File: config.mk
export PLATFORM = sky130hd
export DESIGN_NAME = dollar_escape_line_decoder_top
export DESIGN_NICKNAME = d
export VERILOG_FILES = /design/src/hw/rtl/dled_pkg.sv /design/src/hw/rtl/dled_step.sv /design/src/hw/rtl/dled_rsp_queue.sv /design/src/hw/rtl/dollar_escape_line_decoder_top.sv
export VERILOG_INCLUDE_DIRS = /design/src /design/src/hw/rtl
export SDC_FILE = /design/constraint.sdc
export NUM_CORES = 1
export LEC_CHECK = 0
export ABC_AREA = 1
export BUFFER_PORTS_ARGS = -buffer_cell sky130_fd_sc_hd__buf_2
export CAP_MARGIN = 20
export CORE_MARGIN = 1
export CORE_UTILIZATION = 60
export CTS_CLUSTER_DIAMETER = 100
export DETAILED_ROUTE_END_ITERATION = 8
export GPL_TIMING_DRIVEN = 0
export PLACE_DENSITY = 0.9
export SLEW_MARGIN = 5
export SYNTH_ARGS = -nofsm -noshare
export SYNTH_HDL_FRONTEND = slang
export SYNTH_SLANG_ARGS = --single-unit
File: constraint.sdc
create_clock -name clock -period 12.3 [get_ports clock]
set_clock_uncertainty 0.1 [all_clocks]
set_input_delay 1.23 -clock clock [delete_from_list [all_inputs] [get_ports clock]]
set_output_delay 1.23 -clock clock [all_outputs]
set_load 0.02 [all_outputs]
File: src/hw/rtl/dollar_escape_line_decoder_top_defines.svh
// assertion macros for the dollar escape line decoder
// used by dled_step and dled_rsp_queue; no other dependencies
`ifndef DOLLAR_ESCAPE_LINE_DECODER_TOP_DEFINES_SVH
`define DOLLAR_ESCAPE_LINE_DECODER_TOP_DEFINES_SVH
`ifndef SYNTHESIS
`define DLED_ASSERT_IMP(label, clk, rst, ante, cons) \
   label: assert property (@(posedge clk) disable iff (rst) (ante) |-> (cons)) \
      else $error("dled assertion failed");
`define DLED_ASSERT_NXT(label, clk, rst, ante, cons) \
   label: assert property (@(posedge clk) disable iff (rst) (ante) |=> (cons)) \
      else $error("dled assertion failed");
`else
`define DLED_ASSERT_IMP(label, clk, rst, ante, cons)
`define DLED_ASSERT_NXT(label, clk, rst, ante, cons)
`endif
`endif

File: src/hw/rtl/dled_pkg.sv
// shared types and constants for the dollar escape line decoder
// no dependencies
`timescale 1ns / 1ps

package dled_pkg;

   localparam int MAX_LINE_DEFAULT = 4096;
   localparam int CSR_W            = 13;
   localparam logic [CSR_W-1:0] MAX_LINE_LEN_RESET = 13'd256;

   localparam logic [1:0] KIND_DATA = 2'd0;
   localparam logic [1:0] KIND_EOL  = 2'd1;
   localparam logic [1:0] KIND_EOF  = 2'd2;
   localparam logic [1:0] KIND_LONG = 2'd3;

   typedef struct packed {
      logic [7:0] data_byte;
      logic [1:0] kind;
      logic       last;
   } result_type;

   // up to two results per input item
   typedef struct packed {
      logic [1:0] num;
      result_type r0;
      result_type r1;
   } push_type;

endpackage

File: src/hw/rtl/dled_step.sv
// input register, decoder state and the single pass escape decode
// depends on dled_pkg and dollar_escape_line_decoder_top_defines.svh
`timescale 1ns / 1ps
`include "dollar_escape_line_decoder_top_defines.svh"

module dled_step #(
   parameter int MAX_LINE = dled_pkg::MAX_LINE_DEFAULT
) (
   input  logic                       clock,
   input  logic                       reset,
   input  logic [dled_pkg::CSR_W-1:0] max_line_len,
   input  logic                       in_valid,
   output logic                       in_ready,
   input  logic [7:0]                 in_byte,
   input  logic                       at_end,
   input  logic                       room,
   output dled_pkg::push_type         push
);

   localparam int CNT_W = $clog2(MAX_LINE + 1);
   localparam int CMP_W = (CNT_W > dled_pkg::CSR_W) ? CNT_W : dled_pkg::CSR_W;

   localparam logic [1:0] MODE_START  = 2'd0;
   localparam logic [1:0] MODE_BODY   = 2'd1;
   localparam logic [1:0] MODE_DOLLAR = 2'd2;
   localparam logic [1:0] MODE_HEX    = 2'd3;

   localparam logic [7:0] CHAR_DOLLAR = 8'h24;
   localparam logic [7:0] CHAR_N      = 8'h6E;
   localparam logic [7:0] CHAR_T      = 8'h74;
   localparam logic [7:0] CHAR_NL     = 8'h0A;
   localparam logic [7:0] CHAR_TAB    = 8'h09;
   localparam logic [7:0] CHAR_SPACE  = 8'h20;

   logic             in_valid_ff, in_valid_in;
   logic [7:0]       in_byte_ff;
   logic             in_end_ff;
   logic [1:0]       mode_ff, mode_in;
   logic [3:0]       hi_ff, hi_in;
   logic [CNT_W-1:0] line_count_ff, line_count_in;
   logic             halted_ff, halted_in;

   logic             go;
   logic             accept;
   logic             hex_ok;
   logic [3:0]       hex_nib;
   logic [CMP_W-1:0] limit;
   logic             do_data0;
   logic [7:0]       data0_val;
   logic             do_body;
   logic             body_put;
   dled_pkg::result_type body_res;

   assign go       = in_valid_ff && room;
   assign in_ready = !in_valid_ff || room;
   assign accept   = in_valid && in_ready;
   assign in_valid_in = accept || (in_valid_ff && !go);

   assign limit = (CMP_W'(max_line_len) > CMP_W'(MAX_LINE)) ? CMP_W'(MAX_LINE)
                                                            : CMP_W'(max_line_len);

   always_comb begin
      hex_ok  = 1'b1;
      hex_nib = 4'h0;
      if (in_byte_ff >= 8'h30 && in_byte_ff <= 8'h39) begin
         hex_nib = 4'(in_byte_ff - 8'h30);
      end else if (in_byte_ff >= 8'h41 && in_byte_ff <= 8'h46) begin
         hex_nib = 4'(in_byte_ff - 8'h37);
      end else if (in_byte_ff >= 8'h61 && in_byte_ff <= 8'h66) begin
         hex_nib = 4'(in_byte_ff - 8'h57);
      end else begin
         hex_ok = 1'b0;
      end
   end

   always_comb begin
      mode_in       = mode_ff;
      hi_in         = hi_ff;
      line_count_in = line_count_ff;
      halted_in     = halted_ff;
      push          = '0;
      do_data0      = 1'b0;
      data0_val     = 8'h00;
      do_body       = 1'b0;
      body_put      = 1'b0;
      body_res      = '0;
      if (go && !halted_ff) begin
         if (in_end_ff) begin
            push.num  = 2'd1;
            push.r0   = '{data_byte: 8'h00, kind: dled_pkg::KIND_EOF, last: 1'b1};
            halted_in = 1'b1;
         end else begin
            unique case (mode_ff)
               MODE_START: begin
                  do_body = !(in_byte_ff == CHAR_SPACE || in_byte_ff == CHAR_TAB ||
                              in_byte_ff == CHAR_NL);
               end
               MODE_BODY: begin
                  do_body = 1'b1;
               end
               MODE_DOLLAR: begin
                  if (in_byte_ff == CHAR_N) begin
                     do_data0  = 1'b1;
                     data0_val = CHAR_NL;
                  end else if (in_byte_ff == CHAR_T) begin
                     do_data0  = 1'b1;
                     data0_val = CHAR_TAB;
                  end else if (hex_ok) begin
                     hi_in   = hex_nib;
                     mode_in = MODE_HEX;
                  end else if (in_byte_ff == CHAR_NL) begin
                     mode_in = MODE_START;
                  end else begin
                     do_data0  = 1'b1;
                     data0_val = in_byte_ff;
                  end
               end
               MODE_HEX: begin
                  do_data0 = 1'b1;
                  if (hex_ok) begin
                     data0_val = {hi_ff, hex_nib};
                  end else begin
                     // lone digit, then the byte is handled as text
                     data0_val = {4'h0, hi_ff};
                     do_body   = 1'b1;
                  end
               end
               default: begin
                  mode_in = MODE_START;
               end
            endcase

            if (do_data0) begin
               push.num = 2'd1;
               if (CMP_W'(line_count_ff) >= limit) begin
                  push.r0   = '{data_byte: 8'h00, kind: dled_pkg::KIND_LONG, last: 1'b0};
                  halted_in = 1'b1;
                  do_body   = 1'b0;
               end else begin
                  push.r0       = '{data_byte: data0_val, kind: dled_pkg::KIND_DATA,
                                    last: 1'b0};
                  line_count_in = line_count_ff + CNT_W'(1);
                  mode_in       = MODE_BODY;
               end
            end

            if (do_body) begin
               if (in_byte_ff == CHAR_DOLLAR) begin
                  mode_in = MODE_DOLLAR;
               end else if (in_byte_ff == CHAR_NL) begin
                  body_put      = 1'b1;
                  body_res      = '{data_byte: 8'h00, kind: dled_pkg::KIND_EOL, last: 1'b0};
                  line_count_in = '0;
                  mode_in       = MODE_START;
               end else if (CMP_W'(line_count_in) >= limit) begin
                  body_put  = 1'b1;
                  body_res  = '{data_byte: 8'h00, kind: dled_pkg::KIND_LONG, last: 1'b0};
                  halted_in = 1'b1;
               end else begin
                  body_put      = 1'b1;
                  body_res      = '{data_byte: in_byte_ff, kind: dled_pkg::KIND_DATA,
                                    last: 1'b0};
                  line_count_in = line_count_in + CNT_W'(1);
                  mode_in       = MODE_BODY;
               end
            end

            if (body_put) begin
               if (push.num == 2'd0) begin
                  push.r0 = body_res;
               end else begin
                  push.r1 = body_res;
               end
               push.num = push.num + 2'd1;
            end

            if (push.num == 2'd1) begin
               push.r0.last = 1'b1;
            end else if (push.num == 2'd2) begin
               push.r1.last = 1'b1;
            end
         end
      end
   end

   always_ff @(posedge clock) begin
      if (reset) begin
         in_valid_ff   <= 1'b0;
         mode_ff       <= MODE_START;
         hi_ff         <= 4'h0;
         line_count_ff <= '0;
         halted_ff     <= 1'b0;
      end else begin
         in_valid_ff   <= in_valid_in;
         mode_ff       <= mode_in;
         hi_ff         <= hi_in;
         line_count_ff <= line_count_in;
         halted_ff     <= halted_in;
      end
   end

   always_ff @(posedge clock) begin
      if (accept) begin
         in_byte_ff <= in_byte;
         in_end_ff  <= at_end;
      end
   end

   `DLED_ASSERT_NXT(a_halt_sticky, clock, reset, halted_ff, halted_ff)
   `DLED_ASSERT_IMP(a_halt_silent, clock, reset, halted_ff, push.num == 2'd0)
   `DLED_ASSERT_IMP(a_push_needs_go, clock, reset, push.num != 2'd0, go)

endmodule

File: src/hw/rtl/dled_rsp_queue.sv
// four entry result queue, takes up to two results and gives one per cycle while out_ready is high
// depends on dled_pkg and dollar_escape_line_decoder_top_defines.svh
`timescale 1ns / 1ps
`include "dollar_escape_line_decoder_top_defines.svh"

module dled_rsp_queue (
   input  logic                 clock,
   input  logic                 reset,
   input  dled_pkg::push_type   push,
   output logic                 room,
   output logic                 out_valid,
   input  logic                 out_ready,
   output dled_pkg::result_type out_res
);

   localparam int DEPTH = 4;
   localparam int PTR_W = $clog2(DEPTH);
   localparam int CNT_W = $clog2(DEPTH + 1);

   dled_pkg::result_type entry_ff [DEPTH];
   logic [PTR_W-1:0] wr_ptr_ff, wr_ptr_in;
   logic [PTR_W-1:0] rd_ptr_ff, rd_ptr_in;
   logic [CNT_W-1:0] count_ff, count_in;
   logic             pop;
   logic [PTR_W-1:0] wr_ptr_next;

   assign room        = count_ff <= CNT_W'(DEPTH - 2);
   assign out_valid   = count_ff != '0;
   assign out_res     = entry_ff[rd_ptr_ff];
   assign pop         = out_valid && out_ready;
   assign wr_ptr_next = wr_ptr_ff + PTR_W'(1);

   assign wr_ptr_in = wr_ptr_ff + PTR_W'(push.num);
   assign rd_ptr_in = rd_ptr_ff + PTR_W'(pop);
   assign count_in  = count_ff + CNT_W'(push.num) - CNT_W'(pop);

   always_ff @(posedge clock) begin
      if (reset) begin
         wr_ptr_ff <= '0;
         rd_ptr_ff <= '0;
         count_ff  <= '0;
      end else begin
         wr_ptr_ff <= wr_ptr_in;
         rd_ptr_ff <= rd_ptr_in;
         count_ff  <= count_in;
      end
   end

   always_ff @(posedge clock) begin
      if (push.num != 2'd0) begin
         entry_ff[wr_ptr_ff] <= push.r0;
      end
      if (push.num == 2'd2) begin
         entry_ff[wr_ptr_next] <= push.r1;
      end
   end

   `DLED_ASSERT_IMP(a_no_overflow, clock, reset, push.num != 2'd0,
                    count_ff <= CNT_W'(DEPTH - 2))
   `DLED_ASSERT_IMP(a_count_range, clock, reset, 1'b1, count_ff <= CNT_W'(DEPTH))

endmodule

File: src/hw/rtl/dollar_escape_line_decoder_top.sv
// top level of the dollar escape line decoder: stream ports and config register
// depends on dled_pkg, dled_step and dled_rsp_queue
`timescale 1ns / 1ps

// Takes one raw text byte per item and returns decoded logical lines as data
// items closed by an end-of-line item (tuser kind 1); premature end (kind 2)
// or an overlong line (kind 3) halts the block until reset. A new input item
// is taken every cycle as long as the four-entry result queue has two free
// slots; a taken item waits in the input register until the queue has room,
// is then decoded, and its results go through the result queue to the rsp
// side. An item that yields two results (a lone hex digit followed by text)
// writes both at once; the sustained rate is one item per cycle while
// rsp_tready is high, bounded by one result per cycle on the rsp side.
// max_line_len is written via csr_wr_en and csr_wr_data, capped at MAX_LINE.
module dollar_escape_line_decoder_top #(
   parameter int MAX_LINE = dled_pkg::MAX_LINE_DEFAULT
) (
   input  logic                       clock,
   input  logic                       reset,
   input  logic                       req_tvalid,
   output logic                       req_tready,
   input  logic [7:0]                 req_tdata,   // in_byte
   input  logic                       req_tuser,   // at_end
   output logic                       rsp_tvalid,
   input  logic                       rsp_tready,
   output logic [7:0]                 rsp_tdata,   // out_byte
   output logic [1:0]                 rsp_tuser,   // kind
   output logic                       rsp_tlast,
   input  logic                       csr_wr_en,
   input  logic [dled_pkg::CSR_W-1:0] csr_wr_data
);

   logic [dled_pkg::CSR_W-1:0] max_line_len_ff;
   logic [dled_pkg::CSR_W-1:0] max_line_len_in;
   logic                       room;
   dled_pkg::push_type         push;
   dled_pkg::result_type       out_res;

   assign max_line_len_in = csr_wr_en ? csr_wr_data : max_line_len_ff;

   always_ff @(posedge clock) begin
      if (reset) begin
         max_line_len_ff <= dled_pkg::MAX_LINE_LEN_RESET;
      end else begin
         max_line_len_ff <= max_line_len_in;
      end
   end

   dled_step #(
      .MAX_LINE (MAX_LINE)
   ) u_step (
      .clock        (clock),
      .reset        (reset),
      .max_line_len (max_line_len_ff),
      .in_valid     (req_tvalid),
      .in_ready     (req_tready),
      .in_byte      (req_tdata),
      .at_end       (req_tuser),
      .room         (room),
      .push         (push)
   );

   dled_rsp_queue u_rsp_queue (
      .clock     (clock),
      .reset     (reset),
      .push      (push),
      .room      (room),
      .out_valid (rsp_tvalid),
      .out_ready (rsp_tready),
      .out_res   (out_res)
   );

   assign rsp_tdata = out_res.data_byte;
   assign rsp_tuser = out_res.kind;
   assign rsp_tlast = out_res.last;

endmodule
After elaboration in Yosys (flattened, before gate mapping). Memory sizes are Yosys's and may differ from the RTL's. A register that Yosys moved wholly into a read port is not among the register bits. Cells that the tools add are included.

Add/subtract/negate cells: 11. Magnitude comparators: 10. Eq/ne operators: 12. Mux-type cells: 80. Bitwise operators: 3. Reduce and logical (&&, ||, !) cells: 22.

Operators by type and width (number): 13-bit 2-to-1 mux (12); 24-bit 2-to-1 mux (4); 11-bit 2-to-1 mux (8); 8-bit 2-to-1 mux (5); 1-bit 2-to-1 mux (32); 13-bit by 1-bit adder with 13-bit output (second input constant) (2); 13-bit >= comparator (2); 2-bit 2-to-1 mux (12); 8-bit by 4-bit == test with 1-bit output (second input constant) (2); 8-bit by 6-bit == test with 1-bit output (second input constant) (2); 8-bit by 7-bit == test with 1-bit output (second input constant) (2); 8-bit by 7-bit >= comparator with 1-bit output (second input constant) (2); 8-bit by 7-bit less-or-equal comparator with 1-bit output (second input constant) (2); 8-bit one-hot mux with 2 select lines (1); 13-bit > comparator (second input constant) (1); 12-bit 2-to-1 mux (1); 4-bit 2-to-1 mux (3); 2-bit == test (second input constant) (4); 8-bit by 6-bit >= comparator with 1-bit output (second input constant) (1); 8-bit by 6-bit less-or-equal comparator with 1-bit output (second input constant) (1); 1-bit logical AND (8); 4-bit by 3-bit subtractor with 4-bit output (second input constant) (2); 6-bit AND reduction (1); 2-bit by 1-bit adder with 2-bit output (second input constant) (2); other kinds (16) (26).

Flip-flop bits (word level): 50. Memory bits (writable): 44. Bits of input ports: 27. Output and inout port bits: 13. Word-level logic and storage cells: 150. Memories: 1.

Memory list: u_rsp_queue.entry_ff (depth 4, width 11, rd ports 1, clocked after Yosys merged registers in 1, wr ports 2, RTL line dled_rsp_queue.sv:20) `dled_pkg::result_type entry_ff [DEPTH];`.

Longest topological paths before layout. Gate-level depths: netlist of the first run.

Depth after elaboration: 31. Mapped depth: 34. Depth with buffers taken out: 33.

By module. A second synthesis of the first run with hierarchy kept.

Cell total of the unflattened synthesis: 951. Area, all modules: 7158.1 um^2.

Modules (own cells, without submodules): dled_step (times used 1, cells each 598, area an instance 3895.0 um^2, sequential area each 690.7 um^2); dled_rsp_queue (times used 1, cells each 271, area an instance 2716.4 um^2, sequential area each 1461.4 um^2); dollar_escape_line_decoder_top (times used 1, cells each 82, area an instance 546.8 um^2, sequential area each 260.2 um^2).

Worst setup path before layout of the first run. OpenSTA, ideal clock, no wires.

Kind: flip-flop to flip-flop. From: reg max_line_len_ff[4] (netlist name). To: mem u_rsp_queue.entry_ff[0][8] (netlist name), data pin. Library setup time: 152 ps. Arrival: 4252 ps. Required time: 12048 ps. Slack: 7795 ps. Cell stages (with the launch flop): 31. Buffers on the path: 1. Period minus slack after synthesis: 4505 ps. Cell sequence: dfxtp_1 > nor4_1 > and2_1 > a21oi_1 > inv_1 > clkbuf_1 > nand2_1 > ha_1 > nand2_1 > inv_1 > nand2_1 > nand2_1 > a21oi_2 > nand3_2 > inv_2 > nand2_2 > inv_2 > nand4_1 > xnor2_1 > ha_1 > a21oi_1 > o21ai_0 > a21oi_1 > nand3_1 > nor2_1 > inv_1 > nor2_4 > nand2_1 > o22ai_1 > nand2_1 > o21ai_0.

RTL lines: start, declared (RTL line dollar_escape_line_decoder_top.sv:33) `logic [dled_pkg::CSR_W-1:0] max_line_len_ff;`; start signal, assigned (RTL line dollar_escape_line_decoder_top.sv:43) `max_line_len_ff <= dled_pkg::MAX_LINE_LEN_RESET;`; start signal, assigned (RTL line dollar_escape_line_decoder_top.sv:45) `max_line_len_ff <= max_line_len_in;`; end, declared (RTL line dled_rsp_queue.sv:20).

==> impl_metrics.ini, run 1 <==
[worst_setup_path]
cpLargestDelayFamily = simple AND/OR/NAND/NOR gates
crit_fanout = 10
end_kind = register
critPathKind = reg -> reg
cp.arrival_ns = 5.98
path_common_cell = nand2_1
max_stage_delay_ns = 0.37
cp_num_buf_inv = 6
startpoint_type = register
worst_path_max_delay_cell = ha_1
required_ns = 12.38

[cells_and_area]
insertedDiodeCount = 0
nNetsFinal = 1019
synthToLayoutAreaGrowth_pct = 9.12
drive_gt1_share_pct = 11.9

[clocking]
cts_max_level = 3
clockRootBuffer = clkbuf_8
post_cts_buffers = 0
clk_pin_slew_ns = 0.10
cts-resized-gates = 0
clock_latency_ns = 0.38
clk_path_buf_depth = 2
cts_inserted_buffers = 9
cts_sinks = 94
tritoncts = built
cts_hold_buf = 0

[global_route]
grt_pass1_vias = 5834
met1_usage_pct = 37.4
grt_pass1_wl_um = 27200
grt_util_met2_pct = 54.5
antenna_found_initial = 0
grt_max_degree = 17
grt_overflow = 0
grtUsageMet3_pct = 5.03
grt_busiest_layer = met2
grtUsageTotal_pct = 30.7

[sta]
rsz0062_at_grt = false
fmax_mhz = 170
hold_viol = 0
worstMarginPinSlew_ns = 1.04
drv_slew = 0
period_minus_slack_ns = 5.90
tns_ns = 0
setup_violations = 0
slew_headroom_pct = 30.6
fin_crit_sh_pct = 48.0

[yosys]
synth_edf_count = 53
ys_seq_area_share_pct = 37.1
ys_types = 44
ys.warnings.count = 0
netlist_area_um2 = 6500
syn_inst = 899
ys_ff_latch = 94
syn-num-nets = 965
synth_flop_cell = edfxtp_1
synth-async-reset-ratio_pct = 0
syn_area_per_cell_um2 = 7.23

[place]
place.gp.congestion = 0.989
io_buffers = 39
hpwl_um = 13100

[routing]
detail_route.wl_per_cell_um = 15.3
vias = 6279
postRouteAntennaNets = 0
totalWireLength_um = 16700
drtPass1Iterations = 5
viasPerCell = 5.74
drc = 0
drt_iter0_markers = 532

[outcome]
outcome = finished clean

[floorplan]
core-area_um2 = 10400
die_h_um = 106
row_count = 37
die_area_um2 = 11300
initial_core_util_pct = 62.4
die_w_um = 106
io_pins = 40

[power_and_ir_drop]
power.total_mw = 0.964
leakage_nw = 3.01
powerDensity_nw_per_um2 = 136
irDropWorstVdd_v = 0.000111

[worst_hold_path]
min-delay-path-class = reg -> reg

[run]
drv_cap = 0
==> final cells by class <==
class	count	area [um2]
Clock buffer	10	128
Tap cell	136	170
Inverter	101	379
Buffer	24	119
Sequential cell	94	2410
Clock inverter	6	70.1
Timing Repair Buffer	43	225
Fill cell	925	3320
Multi-Input combinational cell	680	3590
==> per-layer routing <==
layer / vias to the layer above / routed length [um] / share of wire, %
met5: - / 0 / 0
met4: 0 / 532 / 3.2
met3: 44 / 1060 / 6.3
met2: 269 / 8150 / 49
met1: 2838 / 6990 / 42
li1: 3128 / - / -
==> cell usage in the layout (no fill, tap or decap), drive strengths merged, types with 29 or more instances in the layout <==
cell type and instances:
a21oi 46, nand3 39, inv 98, ha 38, nor2 126, buf 48
nand2 232, o21ai 114, clkbuf 29, edfxtp 53, dfxtp 41
==> flip-flops by register name, summed over array words and instances, names as in the netlist <==
register	flops
u_rsp_queue.count_ff	3
u_step.hi_ff	4
u_step.mode_ff	2
u_step.in_end_ff	1
u_rsp_queue.wr_ptr_ff	2
u_rsp_queue.entry_ff	44
u_step.in_byte_ff	8
u_step.line_count_ff	13
u_rsp_queue.rd_ptr_ff	2
u_step.halted_ff	1
u_step.in_valid_ff	1
max_line_len_ff	13
==> through the flow <==
step / util [%] / std cells / worst slack [ns] / hold WS, ns / instance area, um2
6_report: 68.1 / 1094 / 6.40 / 0.375 / 7090
5_1_grt: 68.1 / 1094 / 5.83 / 0.409 / 7090
4_1_cts: 68.1 / 1094 / 6.43 / 0.378 / 7090
3_5_place_dp: 66.2 / 1078 / 6.49 / 0.364 / 6900
3_3_place_gp: 65.9 / 1074 / 6.64 / 0.347 / 6870
2_1_floorplan: - / 899 / 7.80 / 0.337 / 6500
==> tightest hold or removal path, stage by stage (launching register included) <==
cell,delay [ns]
dfxtp_1,0.32
inv_1,0.06
a21oi_1,0.05
==> cells in the mapped netlist (all sizes together), types with 4 or more instances <==
library cell | instances | area share (%)
xnor2 | 4 | 0.54
clkbuf | 19 | 1.1
edfxtp | 53 | 24
o22ai | 16 | 1.5
inv | 97 | 5.6
buf | 5 | 0.73
clkinv | 4 | 0.23
nand2 | 232 | 14
xor2 | 11 | 1.5
nor3 | 11 | 1.1
o211ai | 4 | 0.46
ha | 38 | 7.3
nand3 | 39 | 3.4
o21ai | 114 | 8.8
nor4 | 4 | 0.38
dfxtp | 41 | 13
nand4 | 20 | 2.0
a21oi | 46 | 4.1
nor2 | 126 | 8.0
==> logic make-up after synthesis <==
family                   count (synthesis)  synth area share (%)
AO/OA/AOI/OAI                          193                  16.4
XOR/XNOR                                15                  2.02
adder cells (fa/ha/maj)                 39                  7.62
buffers and inverters                  125                  7.66
flip-flops                              94                  37.1
AND/OR/NAND/NOR                        433                  29.2
==> power by group <==
group          leakage, nW  internal, mW  switching, mW
logic                 2.07         0.119          0.248
clock network        0.101        0.0957          0.119
registers            0.834         0.361         0.0212
total                 3.01         0.576          0.388
==> final timing paths <==
kind / cells past startpoint / from / slack [ns] / to
worst max register to register: 30 / max_line_len_ff[1]$_SDFFE_PP0P_ / 6.40 / u_rsp_queue.entry_ff[0][9]$_DFFE_PP_
worst min-delay path: 2 / max_line_len_ff[0]$_SDFFE_PP0P_ / 0.37 / max_line_len_ff[0]$_SDFFE_PP0P_
worst max-delay path: 30 / max_line_len_ff[1]$_SDFFE_PP0P_ / 6.40 / u_rsp_queue.entry_ff[0][9]$_DFFE_PP_
worst min register to register: 2 / max_line_len_ff[0]$_SDFFE_PP0P_ / 0.37 / max_line_len_ff[0]$_SDFFE_PP0P_
No activity file was read; power rests on OpenSTA's default activity.
==> inputs of run 2 (changes only) <==
- clock period: 12.3 -> 5.6 ns (I/O delays scaled with it)
==> run 2 against run 1 <==
  * Total power increased by 120%
  * Critical path depth decreased by 2
  * Maximum frequency increased by 14%
  * Design area increased by 0.97%
  * Via count increased by 0.97%
  * Core utilization increased by 0.66 points
  * Clock-buffer cell count unchanged
  * Cell count increased by 0.18%
  * Worst setup slack got worse by 6.0 ns
  * Hold slack got worse by 0.12 ns
  * Critical endpoint is now u_rsp_queue.entry_ff[1][3]$_DFFE_PP_
  * Largest power group unchanged
  * Highest routed layer unchanged
==> impl_metrics.ini, run 2 (synthesized netlist as in run 1, its figures left out) <==
[worst_setup_path]
crit_fanout = 10
worst_path_max_delay_cell = dfxtp_1
startpoint_type = register
r2r_cells = 28
path_common_cell = nand2_1
end_kind = register
r2r_start = max_line_len_ff[1]$_SDFFE_PP0P_
critPathKind = reg -> reg
required_ns = 5.70
max_stage_delay_ns = 0.34
reg2reg_setup_slack_ns = 0.41
reg2reg_to = u_rsp_queue.entry_ff[1][3]$_DFFE_PP_
cp.arrival_ns = 5.29

[sta]
worstMarginPinSlew_ns = 1.03
setup_ws_ns = 0.410
hold_viol = 0
setup_violations = 0
rsz0062_at_grt = true
period_minus_slack_ns = 5.19
whs_ns = 0.256
slew_headroom_pct = 31.3
drv_slew = 0
fmax_mhz = 193
fin_crit_sh_pct = 92.7

[routing]
detail_route.wl_per_cell_um = 15.5
drc = 0
postRouteAntennaNets = 0
viasPerCell = 5.78
vias = 6340
totalWireLength_um = 16900
drt_iter0_markers = 553
drtPass1Iterations = 5

[cells_and_area]
layout_common_cells = nand2_1, nor2_1, o21ai_0, inv_1, edfxtp_1
largest_register_ffs = 44
nNetsFinal = 1021
fin_area_um2 = 7160
synthToLayoutAreaGrowth_pct = 10.2
top_register = u_rsp_queue.entry_ff
reg_top3 = u_rsp_queue.entry_ff (44), max_line_len_ff (13), u_step.line_count_ff (13)
insertedDiodeCount = 0
drive_gt1_share_pct = 13.2
mostFrequentLayoutCell = nand2_1
instances_no_fill = 1096

[clocking]
cts_max_level = 3
tritoncts = built
clk_path_buf_depth = 2
cts_inserted_buffers = 9
cts_sinks = 94
clockRootBuffer = clkbuf_8
clk_pin_slew_ns = 0.10
clock_latency_ns = 0.37

[floorplan]
die_h_um = 106
die_area_um2 = 11300
core-area_um2 = 10400
io_pins = 40
row_count = 37
initial_core_util_pct = 62.4
die_w_um = 106

[global_route]
grt_overflow = 0
grt_busiest_layer = met2
grt_util_met2_pct = 54.7
grt_max_degree = 17
met1_usage_pct = 37.6
grt_pass1_wl_um = 27200
grt_pass1_vias = 5825
antenna_found_initial = 0
grtUsageTotal_pct = 30.7
grtUsageMet3_pct = 4.90

[run]
drv_cap = 0

[worst_hold_path]
hp-start = req_tdata[1]
hold_end = u_step.in_byte_ff[1]$_DFFE_PP_
min-delay-path-class = in -> reg
whs_path_depth = 1

[power_and_ir_drop]
pwr-share-comb_pct = 38.6
p_int_mw = 1.27
clockPowerShare_pct = 22.0
power_frac_seq_pct = 39.4
powerDensity_nw_per_um2 = 298
p_sw_mw = 0.860
irDropWorstVdd_v = 0.000243
switching_share_pct = 40.3
leakage_nw = 3.03

[place]
place.gp.congestion = 0.989
io_buffers = 39
hpwl_um = 13100
placed_area_um2 = 6900
dp_cells = 1078
dpl_worst_slack_ns = -0.214

[outcome]
outcome = finished clean
==> run 2: cell types whose count changed in the layout (fill, tap and decap cells not counted), sizes merged <==
cell	change
buf	+1
clkinv	+1
clkinvlp	+1
inv	-1
==> run 2: through the flow <==
step	setup TNS, ns	util, %	power, mW
after floorplan	0	-	1.43
after global placement	-0.206	65.9	1.62
after detailed placement	-2.59	66.2	1.65
after CTS	0	68.1	2.11
after global routing	-0.0132	68.8	2.26
final	0	68.8	2.13
==> run 2: routing by layer <==
layer  wire length, um  share of wire (%)  up-vias
met4               538                3.2        0
li1                  -                  -     3136
met1              6790                 40     2851
met2              8310                 49      310
met3              1290                7.6       43
met5                 0                  0        -
==> run 2: what timing repair did <==
action / CTS / global route
hold buffers: 0 / 0
endpoints found under the setup margin: 27 / 47
pin swaps: 0 / 1
gates cloned: 0 / 1
gates resized for setup: 2 / 16
buffers inserted: 0 / 2
==> run 2: power groups by stage <==
| stage | Clock (mW) | Combinational (mW) | Sequential, mW |
|---|---|---|---|
| final | 0.470 | 0.823 | 0.839 |
| after global routing | 0.495 | 0.920 | 0.845 |
| after floorplan | 0 | 0.589 | 0.839 |
| after global placement | 0 | 0.763 | 0.853 |
| after detailed placement | 0 | 0.798 | 0.854 |
| after CTS | 0.466 | 0.803 | 0.838 |
==> run 2: worst max-delay path by stage <==
stage	cells past startpoint	endpoint	start	slack [ns]
floorplan	30	u_rsp_queue.entry_ff[0][8]$_DFFE_PP_	max_line_len_ff[4]$_SDFFE_PP0P_	1.10
global placement	30	u_rsp_queue.entry_ff[3][9]$_DFFE_PP_	max_line_len_ff[1]$_SDFFE_PP0P_	-0.06
detailed placement	30	u_rsp_queue.entry_ff[0][9]$_DFFE_PP_	max_line_len_ff[1]$_SDFFE_PP0P_	-0.21
CTS	29	u_rsp_queue.entry_ff[0][9]$_DFFE_PP_	max_line_len_ff[1]$_SDFFE_PP0P_	0.11
global route	29	u_rsp_queue.entry_ff[2][5]$_DFFE_PP_	max_line_len_ff[4]$_SDFFE_PP0P_	-0.008
finish	28	u_rsp_queue.entry_ff[1][3]$_DFFE_PP_	max_line_len_ff[1]$_SDFFE_PP0P_	0.41
==> run 2: area by class of cell <==
cell class                      count  area (um2)
Sequential cell                    94        2410
Multi-Input combinational cell    680        3630
Timing Repair Buffer               45         240
Fill cell                         912        3250
Inverter                          101         384
Tap cell                          136         170
Clock buffer                       10         128
Timing Repair inverter              1        5.00
Buffer                             23         118
Clock inverter                      6        70.1
==> run 2: worst max-delay path, delay by kind of cell, from the launching register on <==
family | cells | cell delay, ns
buf+inv | 4 | 0.58
simple gates | 15 | 2.35
compound gates | 7 | 1.01
fa+ha+maj | 2 | 0.62
flops | 1 | 0.34
==> inputs of run 3 (changes only) <==
==> constraint.sdc (replaced) <==
create_clock -name clock -period 5.6 [get_ports clock]
set_clock_uncertainty 0.1 [all_clocks]
set_input_delay 0.28 -clock clock [delete_from_list [all_inputs] [get_ports clock]]
set_output_delay 0.28 -clock clock [all_outputs]
set_load 0.02 [all_outputs]
==> run 3 against run 2 <==
  * Sequential share of layout area down 0.37 points
  * Largest cell class unchanged
  * Critical path depth unchanged
  * Wire length up 0.40%
  * Global-route usage up 0.19 points
  * Core utilization up 0.77 points
  * Critical endpoint is now u_rsp_queue.entry_ff[3][9]$_DFFE_PP_
  * Maximum frequency about the same
  * Clock power about the same
==> impl_metrics.ini, run 3 (synthesized netlist as in run 1, its figures left out) <==
[sta]
whs_ns = 0.00203
worstMarginPinSlew_ns = 1.03
slew_headroom_pct = 30.8
setup_violations = 0
period_minus_slack_ns = 5.19
fin_crit_sh_pct = 92.7
fmax_mhz = 193
setup_ws_ns = 0.407
hold_viol = 0
rsz0062_at_grt = true
tns_ns = 0
drv_slew = 0

[power_and_ir_drop]
p_int_mw = 1.28
power.total_mw = 2.13
pwr-share-comb_pct = 38.8
irDropWorstVdd_v = 0.000243
leakage_nw = 3.07
powerDensity_nw_per_um2 = 295
clockPowerShare_pct = 21.9
power_frac_seq_pct = 39.3
switching_share_pct = 40.2
p_sw_mw = 0.859

[outcome]
outcome = finished clean

[cells_and_area]
largest_register_ffs = 44
top_register = u_rsp_queue.entry_ff
seqCellArea_um2 = 2410
multi_input_area_um2 = 3630
nNetsFinal = 1029
synthToLayoutAreaGrowth_pct = 11.4
fill_cells = 900
insertedDiodeCount = 0
layout_common_cells = nand2_1, nor2_1, o21ai_0, inv_1, edfxtp_1
drive_gt1_share_pct = 13.1
mostFrequentLayoutCell = nand2_1
reg_top3 = u_rsp_queue.entry_ff (44), max_line_len_ff (13), u_step.line_count_ff (13)

[place]
io_buffers = 39
dpl_worst_slack_ns = -0.214
hpwl_um = 13100
place.gp.congestion = 0.989

[routing]
drt_iter0_markers = 609
detail_route.wl_per_cell_um = 15.4
postRouteAntennaNets = 0
vias = 6365
drc = 0
drtPass1Iterations = 6
viasPerCell = 5.77
totalWireLength_um = 17000

[global_route]
grt_max_degree = 17
grt_pass1_wl_um = 27500
antenna_found_initial = 0
grtUsageTotal_pct = 30.9
grt_overflow = 0
grt_pass1_vias = 5867

[worst_setup_path]
path_common_cell = nand2_1
startpoint_type = register
crit_end = u_rsp_queue.entry_ff[3][9]$_DFFE_PP_
end_kind = register
worstSetupStartpoint = max_line_len_ff[1]$_SDFFE_PP0P_
crit_fanout = 10
r2r_start = max_line_len_ff[1]$_SDFFE_PP0P_
cp.arrival_ns = 5.28
reg2reg_setup_slack_ns = 0.41
r2r_cells = 28
worst_path_max_delay_cell = dfxtp_1
reg2reg_to = u_rsp_queue.entry_ff[3][9]$_DFFE_PP_
required_ns = 5.69
max_stage_delay_ns = 0.34
critPathKind = reg -> reg

[worst_hold_path]
min-delay-path-class = in -> reg

[floorplan]
die_h_um = 106
core-area_um2 = 10400
row_count = 37
die_area_um2 = 11300
io_pins = 40
initial_core_util_pct = 62.4
die_w_um = 106

[clocking]
clockRootBuffer = clkbuf_8
cts_max_level = 3
tritoncts = built
clk_pin_slew_ns = 0.10
cts_sinks = 94
clock_latency_ns = 0.37
clk_path_buf_depth = 2
cts_inserted_buffers = 9

[run]
drv_cap = 0
==> run 3: cell count changes in the layout (fill, tap and decap cells not counted) <==
cell	change
dlygate4sd3_1	+8
==> run 3: critical path, delay by kind of cell (launching register included) <==
| family | cells | cell delay [ns] |
|---|---|---|
| AND/OR/NAND/NOR | 15 | 2.29 |
| AO/OA/AOI/OAI | 7 | 1.05 |
| adder cells (fa/ha/maj) | 2 | 0.62 |
| buffers and inverters | 4 | 0.58 |
| flip-flops | 1 | 0.34 |
==> run 3: final cells by class <==
type	count	share of cell area [%]
Sequential cell	94	33.3
Timing Repair inverter	1	0.0691
Tap cell	136	2.35
Timing Repair Buffer	53	4.42
Buffer	23	1.62
Clock buffer	10	1.76
Clock inverter	6	0.968
Inverter	101	5.30
Multi-Input combinational cell	680	50.2
==> run 3: what timing repair did <==
item / in CTS / in global routing
setup buffers: 0 / 2
setup endpoints to repair: 27 / 47
pin swaps: 0 / 1
hold buffers: 8 / 0
resized for setup: 2 / 16
gates cloned: 0 / 1
endpoints found under the hold margin: 8 / 0
==> run 3: worst min path at each step <==
stage | startpoint | end | slack (ns) | depth (start not counted)
after floorplan | req_tdata[0] | u_step.in_byte_ff[0]$_DFFE_PP_ | 0.28 | 0
after global placement | u_step.halted_ff$_SDFFE_PP0P_ | u_step.halted_ff$_SDFFE_PP0P_ | 0.35 | 2
after detailed placement | req_tdata[7] | u_step.in_byte_ff[7]$_DFFE_PP_ | 0.36 | 1
after CTS | req_tdata[2] | u_step.in_byte_ff[2]$_DFFE_PP_ | 0.006 | 1
after global routing | req_tdata[2] | u_step.in_byte_ff[2]$_DFFE_PP_ | 0.005 | 1
final | req_tdata[2] | u_step.in_byte_ff[2]$_DFFE_PP_ | 0.002 | 1
==> run 3: metal layers <==
metal | GRT usage [%] | vias to the layer above | part of all wire (%)
met5 | 0 | - | 0
met4 | 12.1 | 0 | 3.5
met3 | 3.80 | 49 | 6.4
met2 | 55.0 | 294 | 49
met1 | 38.0 | 2867 | 41
li1 | - | 3155 | -
==> run 3: stage by stage <==
stage	std cells	util [%]	cell area [um2]
after CTS	1101	68.9	7170
after detailed placement	1078	66.2	6900
final	1104	69.5	7240
after floorplan	899	-	6500
after global placement	1074	65.9	6870
after global routing	1104	69.5	7240
==> run 3: power groups by stage <==
stage               combinational [mW]  sequential, mW  clock [mW]
global route                     0.926           0.845       0.493
finish                           0.827           0.839       0.468
floorplan                        0.589           0.839           0
global placement                 0.763           0.853           0
CTS                              0.807           0.838       0.466
detailed placement               0.798           0.854           0
